==> src/sv/imu_fall_detector_macros.svh <==
// assertion macros shared by the fall detector rtl
`ifndef IMU_FALL_DETECTOR_MACROS_SVH
`define IMU_FALL_DETECTOR_MACROS_SVH

// same-cycle implication, checked on every rising clock edge out of reset
`define IFD_ASSERT_NOW(label, cond, expr) \
  label: assert property (@(posedge clk) disable iff (rst) (cond) |-> (expr)) \
    else $error("fall detector check failed");

// next-cycle implication
`define IFD_ASSERT_NEXT(label, cond, expr) \
  label: assert property (@(posedge clk) disable iff (rst) (cond) |=> (expr)) \
    else $error("fall detector check failed");

`endif

==> src/sv/ifd_pkg.sv <==
// types and constants shared by the fall detector modules
package ifd_pkg;

  typedef enum logic [1:0] {
    MODE_NORMAL,
    MODE_CONFIRM,
    MODE_FALL,
    MODE_LIE
  } mode_t;

  typedef enum logic [3:0] {
    F_IDLE,
    F_MUL_NEW,
    F_MUL_OLD,
    F_DIV,
    F_SQUARE,
    F_THR_LOW,
    F_THR_ROT,
    F_THR_IMP,
    F_DONE
  } fstate_t;

  typedef enum logic [2:0] {
    REG_ACC_ALPHA,
    REG_GYRO_ALPHA,
    REG_LOW_G,
    REG_ROTATION,
    REG_IMPACT,
    REG_TRIG_HOLD,
    REG_CONFIRM_WIN,
    REG_LIE_HOLD
  } cfg_reg_t;

  localparam int MUL_W  = 24;
  localparam int PROD_W = 48;
  localparam int DIV_W  = 30;
  localparam int NUM_AXES = 6;
  localparam logic [2:0] LAST_AXIS = 3'(NUM_AXES - 1);
  localparam logic [2:0] FIRST_GYRO_AXIS = 3'd3;

  localparam logic [6:0]  ALPHA_FULL    = 7'd100;
  localparam logic [7:0]  DIVISOR       = 8'd100;
  localparam logic [31:0] SETTLE_MS     = 32'd500;
  localparam logic [31:0] PRESS_ACK_MS  = 32'd2000;
  localparam logic [31:0] STILL_MIN_SQ  = 32'd640000;
  localparam logic [31:0] STILL_MAX_SQ  = 32'd1440000;
  localparam logic [47:0] STILL_RATE_SQ = 48'd2500000000;

  typedef struct packed {
    logic signed [15:0] acc_x;
    logic signed [15:0] acc_y;
    logic signed [15:0] acc_z;
    logic signed [23:0] rate_x;
    logic signed [23:0] rate_y;
    logic signed [23:0] rate_z;
    logic [31:0]        time_ms;
    logic               button_held;
  } sample_t;

  typedef struct packed {
    logic [6:0]  accel_alpha_pct;
    logic [6:0]  gyro_alpha_pct;
    logic [12:0] low_g_mg;
    logic [21:0] rotation_mdps;
    logic [13:0] impact_mg;
    logic [15:0] trig_hold;
    logic [15:0] confirm_window_ms;
    logic [31:0] lie_hold_ms;
  } cfg_t;

  typedef struct packed {
    logic [31:0] accel_mag_sq;
    logic [47:0] rate_mag_sq;
    logic [25:0] low_sq;
    logic [43:0] rot_sq;
    logic [27:0] impact_sq;
  } mags_t;

  typedef struct packed {
    mode_t mode;
    logic  fall_event;
    logic  lie_event;
    logic  recover_event;
    logic  alarm;
  } result_t;

endpackage

==> src/sv/ifd_mul.sv <==
// shift-add multiplier, one bit of the multiplier operand per cycle
module ifd_mul
  import ifd_pkg::*;
(
  input  logic              clk,
  input  logic              rst,
  input  logic              start,
  input  logic [MUL_W-1:0]  x,
  input  logic [MUL_W-1:0]  y,
  output logic              done,
  output logic [PROD_W-1:0] prod
);

  logic              busy;
  logic [PROD_W-1:0] xs;
  logic [MUL_W-1:0]  ys;

  always_ff @(posedge clk) begin
    if (rst) begin
      busy <= 1'b0;
      done <= 1'b0;
    end else begin
      done <= 1'b0;
      if (start) begin
        xs   <= {{(PROD_W-MUL_W){1'b0}}, x};
        ys   <= y;
        prod <= '0;
        busy <= 1'b1;
      end else if (busy) begin
        // finishes as soon as no multiplier bits are left
        if (ys == '0) begin
          busy <= 1'b0;
          done <= 1'b1;
        end else begin
          if (ys[0]) begin
            prod <= prod + xs;
          end
          xs <= xs << 1;
          ys <= ys >> 1;
        end
      end
    end
  end

endmodule

==> src/sv/ifd_div.sv <==
// restoring divide by one hundred, one quotient bit per cycle
module ifd_div
  import ifd_pkg::*;
(
  input  logic             clk,
  input  logic             rst,
  input  logic             start,
  input  logic [DIV_W-1:0] dividend,
  output logic             done,
  output logic [DIV_W-1:0] quot
);

  logic       busy;
  logic [6:0] rem;
  logic [4:0] cnt;
  logic [7:0] trial;
  logic       fits;

  assign trial = {rem, quot[DIV_W-1]};
  assign fits  = trial >= DIVISOR;

  always_ff @(posedge clk) begin
    if (rst) begin
      busy <= 1'b0;
      done <= 1'b0;
    end else begin
      done <= 1'b0;
      if (start) begin
        quot <= dividend;
        rem  <= '0;
        cnt  <= 5'(DIV_W - 1);
        busy <= 1'b1;
      end else if (busy) begin
        // dividend bits shift out the top while quotient bits shift in
        rem  <= fits ? 7'(trial - DIVISOR) : trial[6:0];
        quot <= {quot[DIV_W-2:0], fits};
        cnt  <= cnt - 5'd1;
        if (cnt == '0) begin
          busy <= 1'b0;
          done <= 1'b1;
        end
      end
    end
  end

endmodule

==> src/sv/ifd_filter.sv <==
// per-axis ewma filters, squared magnitudes and squared thresholds
module ifd_filter
  import ifd_pkg::*;
(
  input  logic    clk,
  input  logic    rst,
  input  logic    start,
  input  sample_t sample,
  input  cfg_t    cfg,
  input  logic    ack,
  output logic    done,
  output mags_t   mags
);

  fstate_t st, st_next;
  logic    pend, pend_next;
  logic    mul_start, div_start;
  logic    mul_done, div_done;
  logic [MUL_W-1:0]  mul_x, mul_y;
  logic [PROD_W-1:0] prod;
  logic [DIV_W-1:0]  quot;

  logic [2:0]         axis;
  logic signed [31:0] num;
  logic signed [23:0] filt [NUM_AXES];
  logic signed [23:0] new_val, old_val, cur_filt;
  logic [6:0]         alpha_raw, alpha;
  logic [31:0]        num_abs;
  logic [23:0]        q24;
  logic signed [31:0] p32;

  function automatic logic [23:0] mag24(input logic signed [23:0] v);
    mag24 = v[23] ? 24'(-v) : 24'(v);
  endfunction

  always_comb begin
    unique case (axis)
      3'd0:    new_val = {{8{sample.acc_x[15]}}, sample.acc_x};
      3'd1:    new_val = {{8{sample.acc_y[15]}}, sample.acc_y};
      3'd2:    new_val = {{8{sample.acc_z[15]}}, sample.acc_z};
      3'd3:    new_val = sample.rate_x;
      3'd4:    new_val = sample.rate_y;
      3'd5:    new_val = sample.rate_z;
      default: new_val = '0;
    endcase
  end

  assign old_val   = filt[axis];
  assign cur_filt  = filt[axis];
  assign alpha_raw = (axis < FIRST_GYRO_AXIS) ? cfg.accel_alpha_pct : cfg.gyro_alpha_pct;
  assign alpha     = (alpha_raw > ALPHA_FULL) ? ALPHA_FULL : alpha_raw;
  assign num_abs   = num[31] ? 32'(-num) : 32'(num);
  assign q24       = quot[23:0];
  assign p32       = signed'(prod[31:0]);

  always_comb begin
    unique case (st)
      F_MUL_NEW: begin
        mul_x = mag24(new_val);
        mul_y = {17'b0, alpha};
      end
      F_MUL_OLD: begin
        mul_x = mag24(old_val);
        mul_y = {17'b0, 7'(ALPHA_FULL - alpha)};
      end
      F_SQUARE: begin
        mul_x = mag24(cur_filt);
        mul_y = mag24(cur_filt);
      end
      F_THR_LOW: begin
        mul_x = {11'b0, cfg.low_g_mg};
        mul_y = {11'b0, cfg.low_g_mg};
      end
      F_THR_ROT: begin
        mul_x = {2'b0, cfg.rotation_mdps};
        mul_y = {2'b0, cfg.rotation_mdps};
      end
      F_THR_IMP: begin
        mul_x = {10'b0, cfg.impact_mg};
        mul_y = {10'b0, cfg.impact_mg};
      end
      default: begin
        mul_x = '0;
        mul_y = '0;
      end
    endcase
  end

  // sequencer: each step launches one unit, then waits for its done pulse
  always_comb begin
    st_next   = st;
    pend_next = pend;
    mul_start = 1'b0;
    div_start = 1'b0;
    unique case (st)
      F_IDLE: begin
        if (start) begin
          st_next = F_MUL_NEW;
        end
      end
      F_MUL_NEW, F_MUL_OLD, F_SQUARE, F_THR_LOW, F_THR_ROT, F_THR_IMP: begin
        if (!pend) begin
          mul_start = 1'b1;
          pend_next = 1'b1;
        end else if (mul_done) begin
          pend_next = 1'b0;
          unique case (st)
            F_MUL_NEW: st_next = F_MUL_OLD;
            F_MUL_OLD: st_next = F_DIV;
            F_SQUARE:  st_next = (axis == LAST_AXIS) ? F_THR_LOW : F_MUL_NEW;
            F_THR_LOW: st_next = F_THR_ROT;
            F_THR_ROT: st_next = F_THR_IMP;
            default:   st_next = F_DONE;
          endcase
        end
      end
      F_DIV: begin
        if (!pend) begin
          div_start = 1'b1;
          pend_next = 1'b1;
        end else if (div_done) begin
          pend_next = 1'b0;
          st_next   = F_SQUARE;
        end
      end
      F_DONE: begin
        if (ack) begin
          st_next = F_IDLE;
        end
      end
      default: st_next = F_IDLE;
    endcase
  end

  always_ff @(posedge clk) begin
    if (rst) begin
      st   <= F_IDLE;
      pend <= 1'b0;
    end else begin
      st   <= st_next;
      pend <= pend_next;
    end
  end

  always_ff @(posedge clk) begin
    if (rst) begin
      for (int i = 0; i < NUM_AXES; i++) begin
        filt[i] <= '0;
      end
      axis <= '0;
    end else begin
      if (st == F_IDLE && start) begin
        axis              <= '0;
        mags.accel_mag_sq <= '0;
        mags.rate_mag_sq  <= '0;
      end
      if (pend && mul_done) begin
        unique case (st)
          F_MUL_NEW: num <= new_val[23] ? -p32 : p32;
          F_MUL_OLD: num <= old_val[23] ? num - p32 : num + p32;
          F_SQUARE: begin
            if (axis < FIRST_GYRO_AXIS) begin
              mags.accel_mag_sq <= mags.accel_mag_sq + prod[31:0];
            end else begin
              mags.rate_mag_sq <= mags.rate_mag_sq + prod;
            end
            axis <= axis + 3'd1;
          end
          F_THR_LOW: mags.low_sq    <= prod[25:0];
          F_THR_ROT: mags.rot_sq    <= prod[43:0];
          F_THR_IMP: mags.impact_sq <= prod[27:0];
          default: ;
        endcase
      end
      if (st == F_DIV && pend && div_done) begin
        // truncation toward zero: divide the magnitude, then restore the sign
        filt[axis] <= num[31] ? -signed'(q24) : signed'(q24);
      end
    end
  end

  assign done = (st == F_DONE);

  ifd_mul u_mul (
    .clk   (clk),
    .rst   (rst),
    .start (mul_start),
    .x     (mul_x),
    .y     (mul_y),
    .done  (mul_done),
    .prod  (prod)
  );

  ifd_div u_div (
    .clk      (clk),
    .rst      (rst),
    .start    (div_start),
    .dividend (num_abs[DIV_W-1:0]),
    .done     (div_done),
    .quot     (quot)
  );

endmodule

==> src/sv/ifd_mode.sv <==
// four-mode fall machine with its run timers and acknowledge logic
module ifd_mode
  import ifd_pkg::*;
(
  input  logic        clk,
  input  logic        rst,
  input  logic        go,
  input  logic [31:0] now,
  input  logic        button,
  input  mags_t       mags,
  input  cfg_t        cfg,
  output result_t     res
);

  mode_t       mode, mode_next;
  logic        settle_valid;
  logic [31:0] settle_start, settle_start_next;
  logic        low_on, low_on_next, spin_on, spin_on_next;
  logic [31:0] low_start, low_start_next, spin_start, spin_start_next;
  logic [31:0] confirm_start, confirm_start_next;
  logic        press_on, press_on_next, quiet_on, quiet_on_next;
  logic [31:0] press_start, press_start_next, quiet_start, quiet_start_next;
  logic [31:0] settle_eff;
  logic        settle_ok, is_low, is_spin, low_hit, spin_hit, still;
  logic        timeout, ack, quiet_hit;
  logic        fall_ev, lie_ev, rec_ev;

  always_comb begin
    settle_eff         = settle_valid ? settle_start : now;
    mode_next          = mode;
    settle_start_next  = settle_eff;
    low_on_next        = low_on;
    low_start_next     = low_start;
    spin_on_next       = spin_on;
    spin_start_next    = spin_start;
    confirm_start_next = confirm_start;
    press_on_next      = press_on;
    press_start_next   = press_start;
    quiet_on_next      = quiet_on;
    quiet_start_next   = quiet_start;
    fall_ev            = 1'b0;
    lie_ev             = 1'b0;
    rec_ev             = 1'b0;

    settle_ok = (now - settle_eff) >= SETTLE_MS;
    is_low    = mags.accel_mag_sq < {6'b0, mags.low_sq};
    is_spin   = mags.rate_mag_sq > {4'b0, mags.rot_sq};
    // a run that starts on this sample has lasted zero
    low_hit   = is_low && (low_on ? (now - low_start) >= {16'b0, cfg.trig_hold}
                                  : cfg.trig_hold == '0);
    spin_hit  = is_spin && (spin_on ? (now - spin_start) >= {16'b0, cfg.trig_hold}
                                    : cfg.trig_hold == '0);
    still     = mags.accel_mag_sq >= STILL_MIN_SQ && mags.accel_mag_sq <= STILL_MAX_SQ &&
                mags.rate_mag_sq < STILL_RATE_SQ;
    ack       = press_on && (now - press_start) > PRESS_ACK_MS;
    quiet_hit = quiet_on ? (now - quiet_start) >= cfg.lie_hold_ms : cfg.lie_hold_ms == '0;

    if (mode == MODE_NORMAL && settle_ok) begin
      low_on_next  = is_low;
      spin_on_next = is_spin;
      if (is_low && !low_on) begin
        low_start_next = now;
      end
      if (is_spin && !spin_on) begin
        spin_start_next = now;
      end
      if (low_hit || spin_hit) begin
        mode_next          = MODE_CONFIRM;
        confirm_start_next = now;
        low_on_next        = 1'b0;
        spin_on_next       = 1'b0;
      end
    end

    timeout = (now - confirm_start_next) >= {16'b0, cfg.confirm_window_ms};
    if (mode_next == MODE_CONFIRM) begin
      if (timeout) begin
        mode_next = MODE_NORMAL;
      end else if (mags.accel_mag_sq >= {4'b0, mags.impact_sq}) begin
        mode_next = MODE_FALL;
        fall_ev   = 1'b1;
      end
    end

    if (mode_next == MODE_FALL || mode_next == MODE_LIE) begin
      if (button) begin
        if (!press_on) begin
          press_start_next = now;
        end
        press_on_next = 1'b1;
        if (ack) begin
          mode_next         = MODE_NORMAL;
          settle_start_next = now;
          press_on_next     = 1'b0;
          quiet_on_next     = 1'b0;
        end
      end else begin
        press_on_next = 1'b0;
      end
    end

    if (mode_next == MODE_FALL) begin
      if (still) begin
        if (!quiet_on) begin
          quiet_start_next = now;
        end
        quiet_on_next = 1'b1;
        if (quiet_hit) begin
          mode_next     = MODE_LIE;
          quiet_on_next = 1'b0;
          lie_ev        = 1'b1;
        end
      end else begin
        quiet_on_next = 1'b0;
      end
    end

    priority if (mode_next == MODE_FALL && mode != MODE_FALL) begin
      press_on_next = 1'b0;
      quiet_on_next = 1'b0;
    end else if (mode_next == MODE_LIE && mode != MODE_LIE) begin
      press_on_next = 1'b0;
    end else if (mode_next == MODE_NORMAL && (mode == MODE_FALL || mode == MODE_LIE)) begin
      rec_ev            = 1'b1;
      settle_start_next = now;
    end else begin
      // no alarm entry or exit on this sample
    end

    res.mode          = mode_next;
    res.fall_event    = fall_ev;
    res.lie_event     = lie_ev;
    res.recover_event = rec_ev;
    res.alarm         = mode_next == MODE_FALL || mode_next == MODE_LIE;
  end

  always_ff @(posedge clk) begin
    if (rst) begin
      mode          <= MODE_NORMAL;
      settle_valid  <= 1'b0;
      settle_start  <= '0;
      low_on        <= 1'b0;
      low_start     <= '0;
      spin_on       <= 1'b0;
      spin_start    <= '0;
      confirm_start <= '0;
      press_on      <= 1'b0;
      press_start   <= '0;
      quiet_on      <= 1'b0;
      quiet_start   <= '0;
    end else if (go) begin
      mode          <= mode_next;
      settle_valid  <= 1'b1;
      settle_start  <= settle_start_next;
      low_on        <= low_on_next;
      low_start     <= low_start_next;
      spin_on       <= spin_on_next;
      spin_start    <= spin_start_next;
      confirm_start <= confirm_start_next;
      press_on      <= press_on_next;
      press_start   <= press_start_next;
      quiet_on      <= quiet_on_next;
      quiet_start   <= quiet_start_next;
    end
  end

endmodule

==> src/sv/imu_fall_detector.sv <==
// IMU fall detector: one sample in, one status item out. The processing time of
// each sample depends on the operand bits: the six axis filters and squares and
// the three squared thresholds all go through one shared shift-add multiplier
// that retires one multiplier bit per cycle, and each filter output passes
// through a bit-serial divide by one hundred. The next sample is taken once the
// previous status sits in the output register, even if that status has not been
// read yet.
`include "imu_fall_detector_macros.svh"

module imu_fall_detector
  import ifd_pkg::*;
(
  input  logic         clk,
  input  logic         rst,
  input  logic         s_tvalid,
  output logic         s_tready,
  // acc_x, acc_y, acc_z, rate_x, rate_y, rate_z, time_ms, button_held, zero fill
  input  logic [159:0] s_tdata,
  output logic         m_tvalid,
  input  logic         m_tready,
  // mode, accel_mag_sq, rate_mag_sq, fall_event, lie_event, recover_event, alarm,
  // zero fill
  output logic [87:0]  m_tdata,
  input  logic         cfg_valid,
  output logic         cfg_ready,
  input  logic [2:0]   cfg_index,
  input  logic [31:0]  cfg_data
);

  cfg_t    cfg;
  sample_t sample;
  mags_t   mags;
  result_t res;
  logic    busy, accept, f_done, finish;

  assign cfg_ready = 1'b1;
  assign s_tready  = !busy;
  assign accept    = s_tvalid && s_tready;
  assign finish    = f_done && (!m_tvalid || m_tready);

  always_ff @(posedge clk) begin
    if (rst) begin
      cfg.accel_alpha_pct   <= 7'd50;
      cfg.gyro_alpha_pct    <= 7'd15;
      cfg.low_g_mg          <= 13'd600;
      cfg.rotation_mdps     <= 22'd100000;
      cfg.impact_mg         <= 14'd2400;
      cfg.trig_hold         <= 16'd70;
      cfg.confirm_window_ms <= 16'd1000;
      cfg.lie_hold_ms       <= 32'd30000;
    end else if (cfg_valid) begin
      unique case (cfg_reg_t'(cfg_index))
        REG_ACC_ALPHA:   cfg.accel_alpha_pct   <= cfg_data[6:0];
        REG_GYRO_ALPHA:  cfg.gyro_alpha_pct    <= cfg_data[6:0];
        REG_LOW_G:       cfg.low_g_mg          <= cfg_data[12:0];
        REG_ROTATION:    cfg.rotation_mdps     <= cfg_data[21:0];
        REG_IMPACT:      cfg.impact_mg         <= cfg_data[13:0];
        REG_TRIG_HOLD:   cfg.trig_hold         <= cfg_data[15:0];
        REG_CONFIRM_WIN: cfg.confirm_window_ms <= cfg_data[15:0];
        REG_LIE_HOLD:    cfg.lie_hold_ms       <= cfg_data;
        default: ;
      endcase
    end
  end

  always_ff @(posedge clk) begin
    if (accept) begin
      sample.acc_x       <= s_tdata[15:0];
      sample.acc_y       <= s_tdata[31:16];
      sample.acc_z       <= s_tdata[47:32];
      sample.rate_x      <= s_tdata[71:48];
      sample.rate_y      <= s_tdata[95:72];
      sample.rate_z      <= s_tdata[119:96];
      sample.time_ms     <= s_tdata[151:120];
      sample.button_held <= s_tdata[152];
    end
  end

  always_ff @(posedge clk) begin
    if (rst) begin
      busy     <= 1'b0;
      m_tvalid <= 1'b0;
    end else begin
      if (accept) begin
        busy <= 1'b1;
      end else if (finish) begin
        busy <= 1'b0;
      end
      if (finish) begin
        m_tvalid <= 1'b1;
      end else if (m_tready) begin
        m_tvalid <= 1'b0;
      end
    end
  end

  always_ff @(posedge clk) begin
    if (finish) begin
      m_tdata <= {2'b0, res.alarm, res.recover_event, res.lie_event, res.fall_event,
                  mags.rate_mag_sq, mags.accel_mag_sq, res.mode};
    end
  end

  ifd_filter u_filter (
    .clk    (clk),
    .rst    (rst),
    .start  (accept),
    .sample (sample),
    .cfg    (cfg),
    .ack    (finish),
    .done   (f_done),
    .mags   (mags)
  );

  ifd_mode u_mode (
    .clk    (clk),
    .rst    (rst),
    .go     (finish),
    .now    (sample.time_ms),
    .button (sample.button_held),
    .mags   (mags),
    .cfg    (cfg),
    .res    (res)
  );

  `IFD_ASSERT_NEXT(a_busy_after_accept, accept, !s_tready)
  `IFD_ASSERT_NOW(a_alarm_matches_mode, m_tvalid, m_tdata[85] == m_tdata[1])
  `IFD_ASSERT_NOW(a_fall_event_in_alarm, m_tvalid && m_tdata[82], m_tdata[1])
  `IFD_ASSERT_NOW(a_finish_only_when_busy, finish, busy)

endmodule
==> config.mk <==
export PLATFORM = sky130hd
export DESIGN_NAME = imu_fall_detector
export DESIGN_NICKNAME = d
export VERILOG_FILES = /design/src/sv/ifd_pkg.sv /design/src/sv/ifd_mul.sv /design/src/sv/ifd_div.sv /design/src/sv/ifd_filter.sv /design/src/sv/ifd_mode.sv /design/src/sv/imu_fall_detector.sv
export VERILOG_INCLUDE_DIRS = /design/src /design/src/sv
export SDC_FILE = /design/constraint.sdc
export NUM_CORES = 2
export LEC_CHECK = 0
export ABC_AREA = 0
export BUFFER_PORTS_ARGS = -buffer_cell sky130_fd_sc_hd__buf_2
export CAP_MARGIN = 20
export CORE_MARGIN = 8
export CORE_UTILIZATION = 65
export DETAILED_ROUTE_END_ITERATION = 8
export PLACE_DENSITY = 0.89
export SKIP_CTS_REPAIR_TIMING = 1
export SLEW_MARGIN = 5
export SYNTH_ARGS = -nofsm -noshare
export SYNTH_HDL_FRONTEND = slang
export SYNTH_SLANG_ARGS = --single-unit
==> constraint.sdc <==
create_clock -name clk -period 22.5 [get_ports clk]
set_input_delay 2.25 -clock clk [delete_from_list [all_inputs] [get_ports clk]]
set_output_delay 2.25 -clock clk [all_outputs]
set_load 0.02 [all_outputs]
==> impl_results.md <==
- Post-synthesis cell area: 70000 sq um
- Status: complete, no violations
- Crit path DAT: 15460 ps
- Area of the die: about 120000 sq um
- GRT Util Overall: 0.336
- Area growth, synth to finish: 10.1%
- DP Cell Count: 8773
- Main synth FF type: edfxtp_1
- RSZ-0062 raised after global routing: false
- Post-synth top area cell: edfxtp_1
- Max-cap violations: 0
- Maximum vdd ir drop: 0.0000949 V
- Final instance area: approximately 77000 sq um
- Initial antenna violation count: 7
- Final Cycle Share: 0.661
- Global route total overflow: 0
- Setup WS pre-CTS: ~8100 ps
- Max Slew Vio Count: 0
- IO buf count: 280
- Clock latency on the worst-skew pair: 790 ps
- Vias in the first global route: a little under 60k
- CTS Buf Count: approximately 120
- Placed Instance Area: ~73000 sq um
- Syn Area/Cell: 9.63 sq um
- Initial Utilization: 0.655
- Clk sinks: 1143
- Clk_skew: 65.7 ps
- Fraction of layout cells with a size suffix above 1: 0.0980
- 1st-pass router iterations: 9
- Worst path max stage delay: roughly 690 ps
- Fillers: a little over 7k
- Post-synthesis cell count: just over 7k
- Seq cells post-synth: 1143
- Crit path max-delay cell type: or4b_2
- Drt drc: 0
- Setup crit start kind: register
- Async set-reset flop share out of synthesis: 0
- Hold WC Path Type: reg2reg
- Slew margin rel.: 0.173
- Nets@finish: ~8.2k
- Most common cell in the synthesized netlist: nand2_1
- First-pass GRT wire length: ~320000 microns
- Fin. Hold Viols: 0
- Post-DR wirelength/cell: roughly 23 microns
- Setup slack, reg-to-reg: about 7600 ps
- Crit. End Element: register
- Top cells by count, synth: nand2_1 (832), edfxtp_1 (803), nor2_1 (699)
- CTS root buf: clkbuf_16
- Die height: 344 microns
- Maximum buffer depth of the clock tree: 3
- Final Hold Slack: 457 ps
- Maximum clock rate: 67.2 MHz
- CORE AREA: 107000 sq um
- Yosys cell types: 101
- Crit Path Class: reg2reg
- Die W: between 300 and 400 microns
- GPL Wtd Cong: a little under 1
- CTS tree: built
- Worst-Margin Slew: approximately 1200 ps
- Synth top area share: 0.344
- Initial DRC Count: 7033
- Non-filler cells in the finished layout: 8998
- Warnings, synthesis: 0
- Seq/Total Area, Yosys: 0.442
- Post-DP HPWL: 144000 microns
- DR vias: 59.3k
- Setup ws final: about 7600 ps
- Ranking of synthesized cells by area: edfxtp_1 (34%), dfxtp_1 (9.7%), ha_1 (9.5%), nand2_1 (4.5%), mux2i_1 (3.8%)
- Total Wirelength: 207000 microns
- Num ports: 291
- Post-synth EDFFs: 803
- CP required: 23090 ps
- P per Cell Area: 90.8 nW/um^2
- Std cell rows: 120
- CP max FO: 35
- Number of H-tree levels: 3
- Min cycle time layout: about 15000 ps
- Leak: 0.0310 uW
- Largest net degree at the start of global routing: approximately 160
- Vias per inst: 6.59
- Setup_tns: 0 ps
- CTS clock-pin slew for the worst setup and hold paths: 60 ps
- Setup violations, final: 0
- Post-DRT Antenna Nets: 0
[power breakdown]
group / internal (uW) / switching (uW) / leakage [uW] / total [uW]
Sequential: 2560 / 199 / 0.0103 / 2760
Combinational: 858 / 1360 / 0.0188 / 2210
Clock: 1140 / 891 / 0.00193 / 2030
Total: 4550 / 2450 / 0.0310 / 7000
[layout by cell type (no fill, tap or decap), types with 21 or more instances in the layout]
cell       Yosys  routed
a211oi_1      73      73
a21boi_0      22      22
a21o_1       157     157
a21oi_1      463     461
a221oi_1      22      22
a22oi_1       22      22
a31oi_1       48      48
and2_1        71      71
and3_1        62      62
buf_2         13     279
buf_4          4     104
clkbuf_16      0     119
dfxtp_1      340     337
edfxtp_1     803     803
ha_1         530     530
inv_1        440     439
mux2_2        35      35
mux2i_1      263     263
mux4_2        48      48
nand2_1      832     830
nand2b_1      97      97
nand3_1      206     206
nand4_1       63      63
nor2_1       699     695
nor2b_1       60      59
nor3_1       149     144
nor4_1        56      54
o211ai_1      51      51
o21a_1        58      57
o21ai_0      394     393
o21bai_1      36      36
o22ai_1       25      25
o31ai_1       51      51
or2_2         31      31
or3_1         58      57
or4_1         21      21
xnor2_1      220     220
xor2_1       176     176
[cell families (layout without fill, tap and decap cells)]
kind of cell | count (synthesis) | after routing | share of synthesized area
multiplexers | 346 | 346 | 0.0587
flip-flops | 1143 | 1143 | 0.442
AND/OR/NAND/NOR | 2482 | 2482 | 0.164
other | 2 | 5 | 0.000107
XOR/XNOR | 396 | 396 | 0.0495
buffers and inverters | 725 | 1050 | 0.0397
adder cells (fa/ha/maj) | 544 | 544 | 0.0982
AO/OA/AOI/OAI | 1629 | 1629 | 0.148
[stage by stage]
step / power, uW / utilization
finish: 7000 / 0.721
global route: 7290 / 0.721
CTS: 6920 / 0.720
detailed placement: 4900 / 0.683
global placement: 4790 / 0.683
floorplan: 4320 / -
[layer usage]
| layer | wire length [microns] | up-vias | track usage |
|---|---|---|---|
| li1 | - | 26900 | - |
| met1 | 76200 | 27900 | 0.417 |
| met2 | 93500 | 3650 | 0.538 |
| met3 | 25500 | 858 | 0.0956 |
| met4 | 11500 | 10 | 0.168 |
| met5 | 78 | - | 0.000416 |
[worst paths after layout]
kind | start | end | cells after the start
setup reg to reg | sample[2] | u_mode.press_start[1] | 55
hold reg to reg | cfg[34] | cfg[34] | 2
hold / removal | cfg[34] | cfg[34] | 2
setup / recovery | sample[2] | u_mode.press_start[1] | 55
[flip-flops by register name, summed over array words and instances (netlist names), 3 cells and up]
register              count
u_filter.filt           192
u_filter.mags           178
sample                  153
cfg                     127
m_tdata                  86
u_filter.u_mul.prod      48
u_filter.u_mul.xs        48
u_filter.num             32
u_mode.confirm_start     32
u_mode.low_start         32
u_mode.press_start       32
u_mode.quiet_start       32
u_mode.settle_start      32
u_mode.spin_start        32
u_filter.u_div.quot      30
u_filter.u_mul.ys        24
u_filter.u_div.rem        7
u_filter.u_div.cnt        5
u_filter.st               4
u_filter.axis             3
[worst max-delay path: cells and delay by family, from the launching register on]
family	cells	cell delay (ps)
muxes	1	190
and+or+nand+nor	20	5080
adders and majority gates	5	1910
AOI/OAI and AO/OA	23	5330
DFF	1	320
xor gates and xnor gates	2	310
buffers and inverters	4	1450
[cell type report]
class / count / area [sq um] / area share
Multi-Input combinational cell: 5400 / 36500 / 0.473
Sequential cell: 1143 / 30900 / 0.401
Clock buffer: 150 / 3160 / 0.0410
Timing Repair Buffer: 389 / 2290 / 0.0297
Tap cell: 1403 / 1760 / 0.0228
Inverter: 442 / 1670 / 0.0217
Clock inverter: 69 / 822 / 0.0107
Antenna cell: 2 / 5.00 / 0.0000649
(Power assumes the default switching activity.)
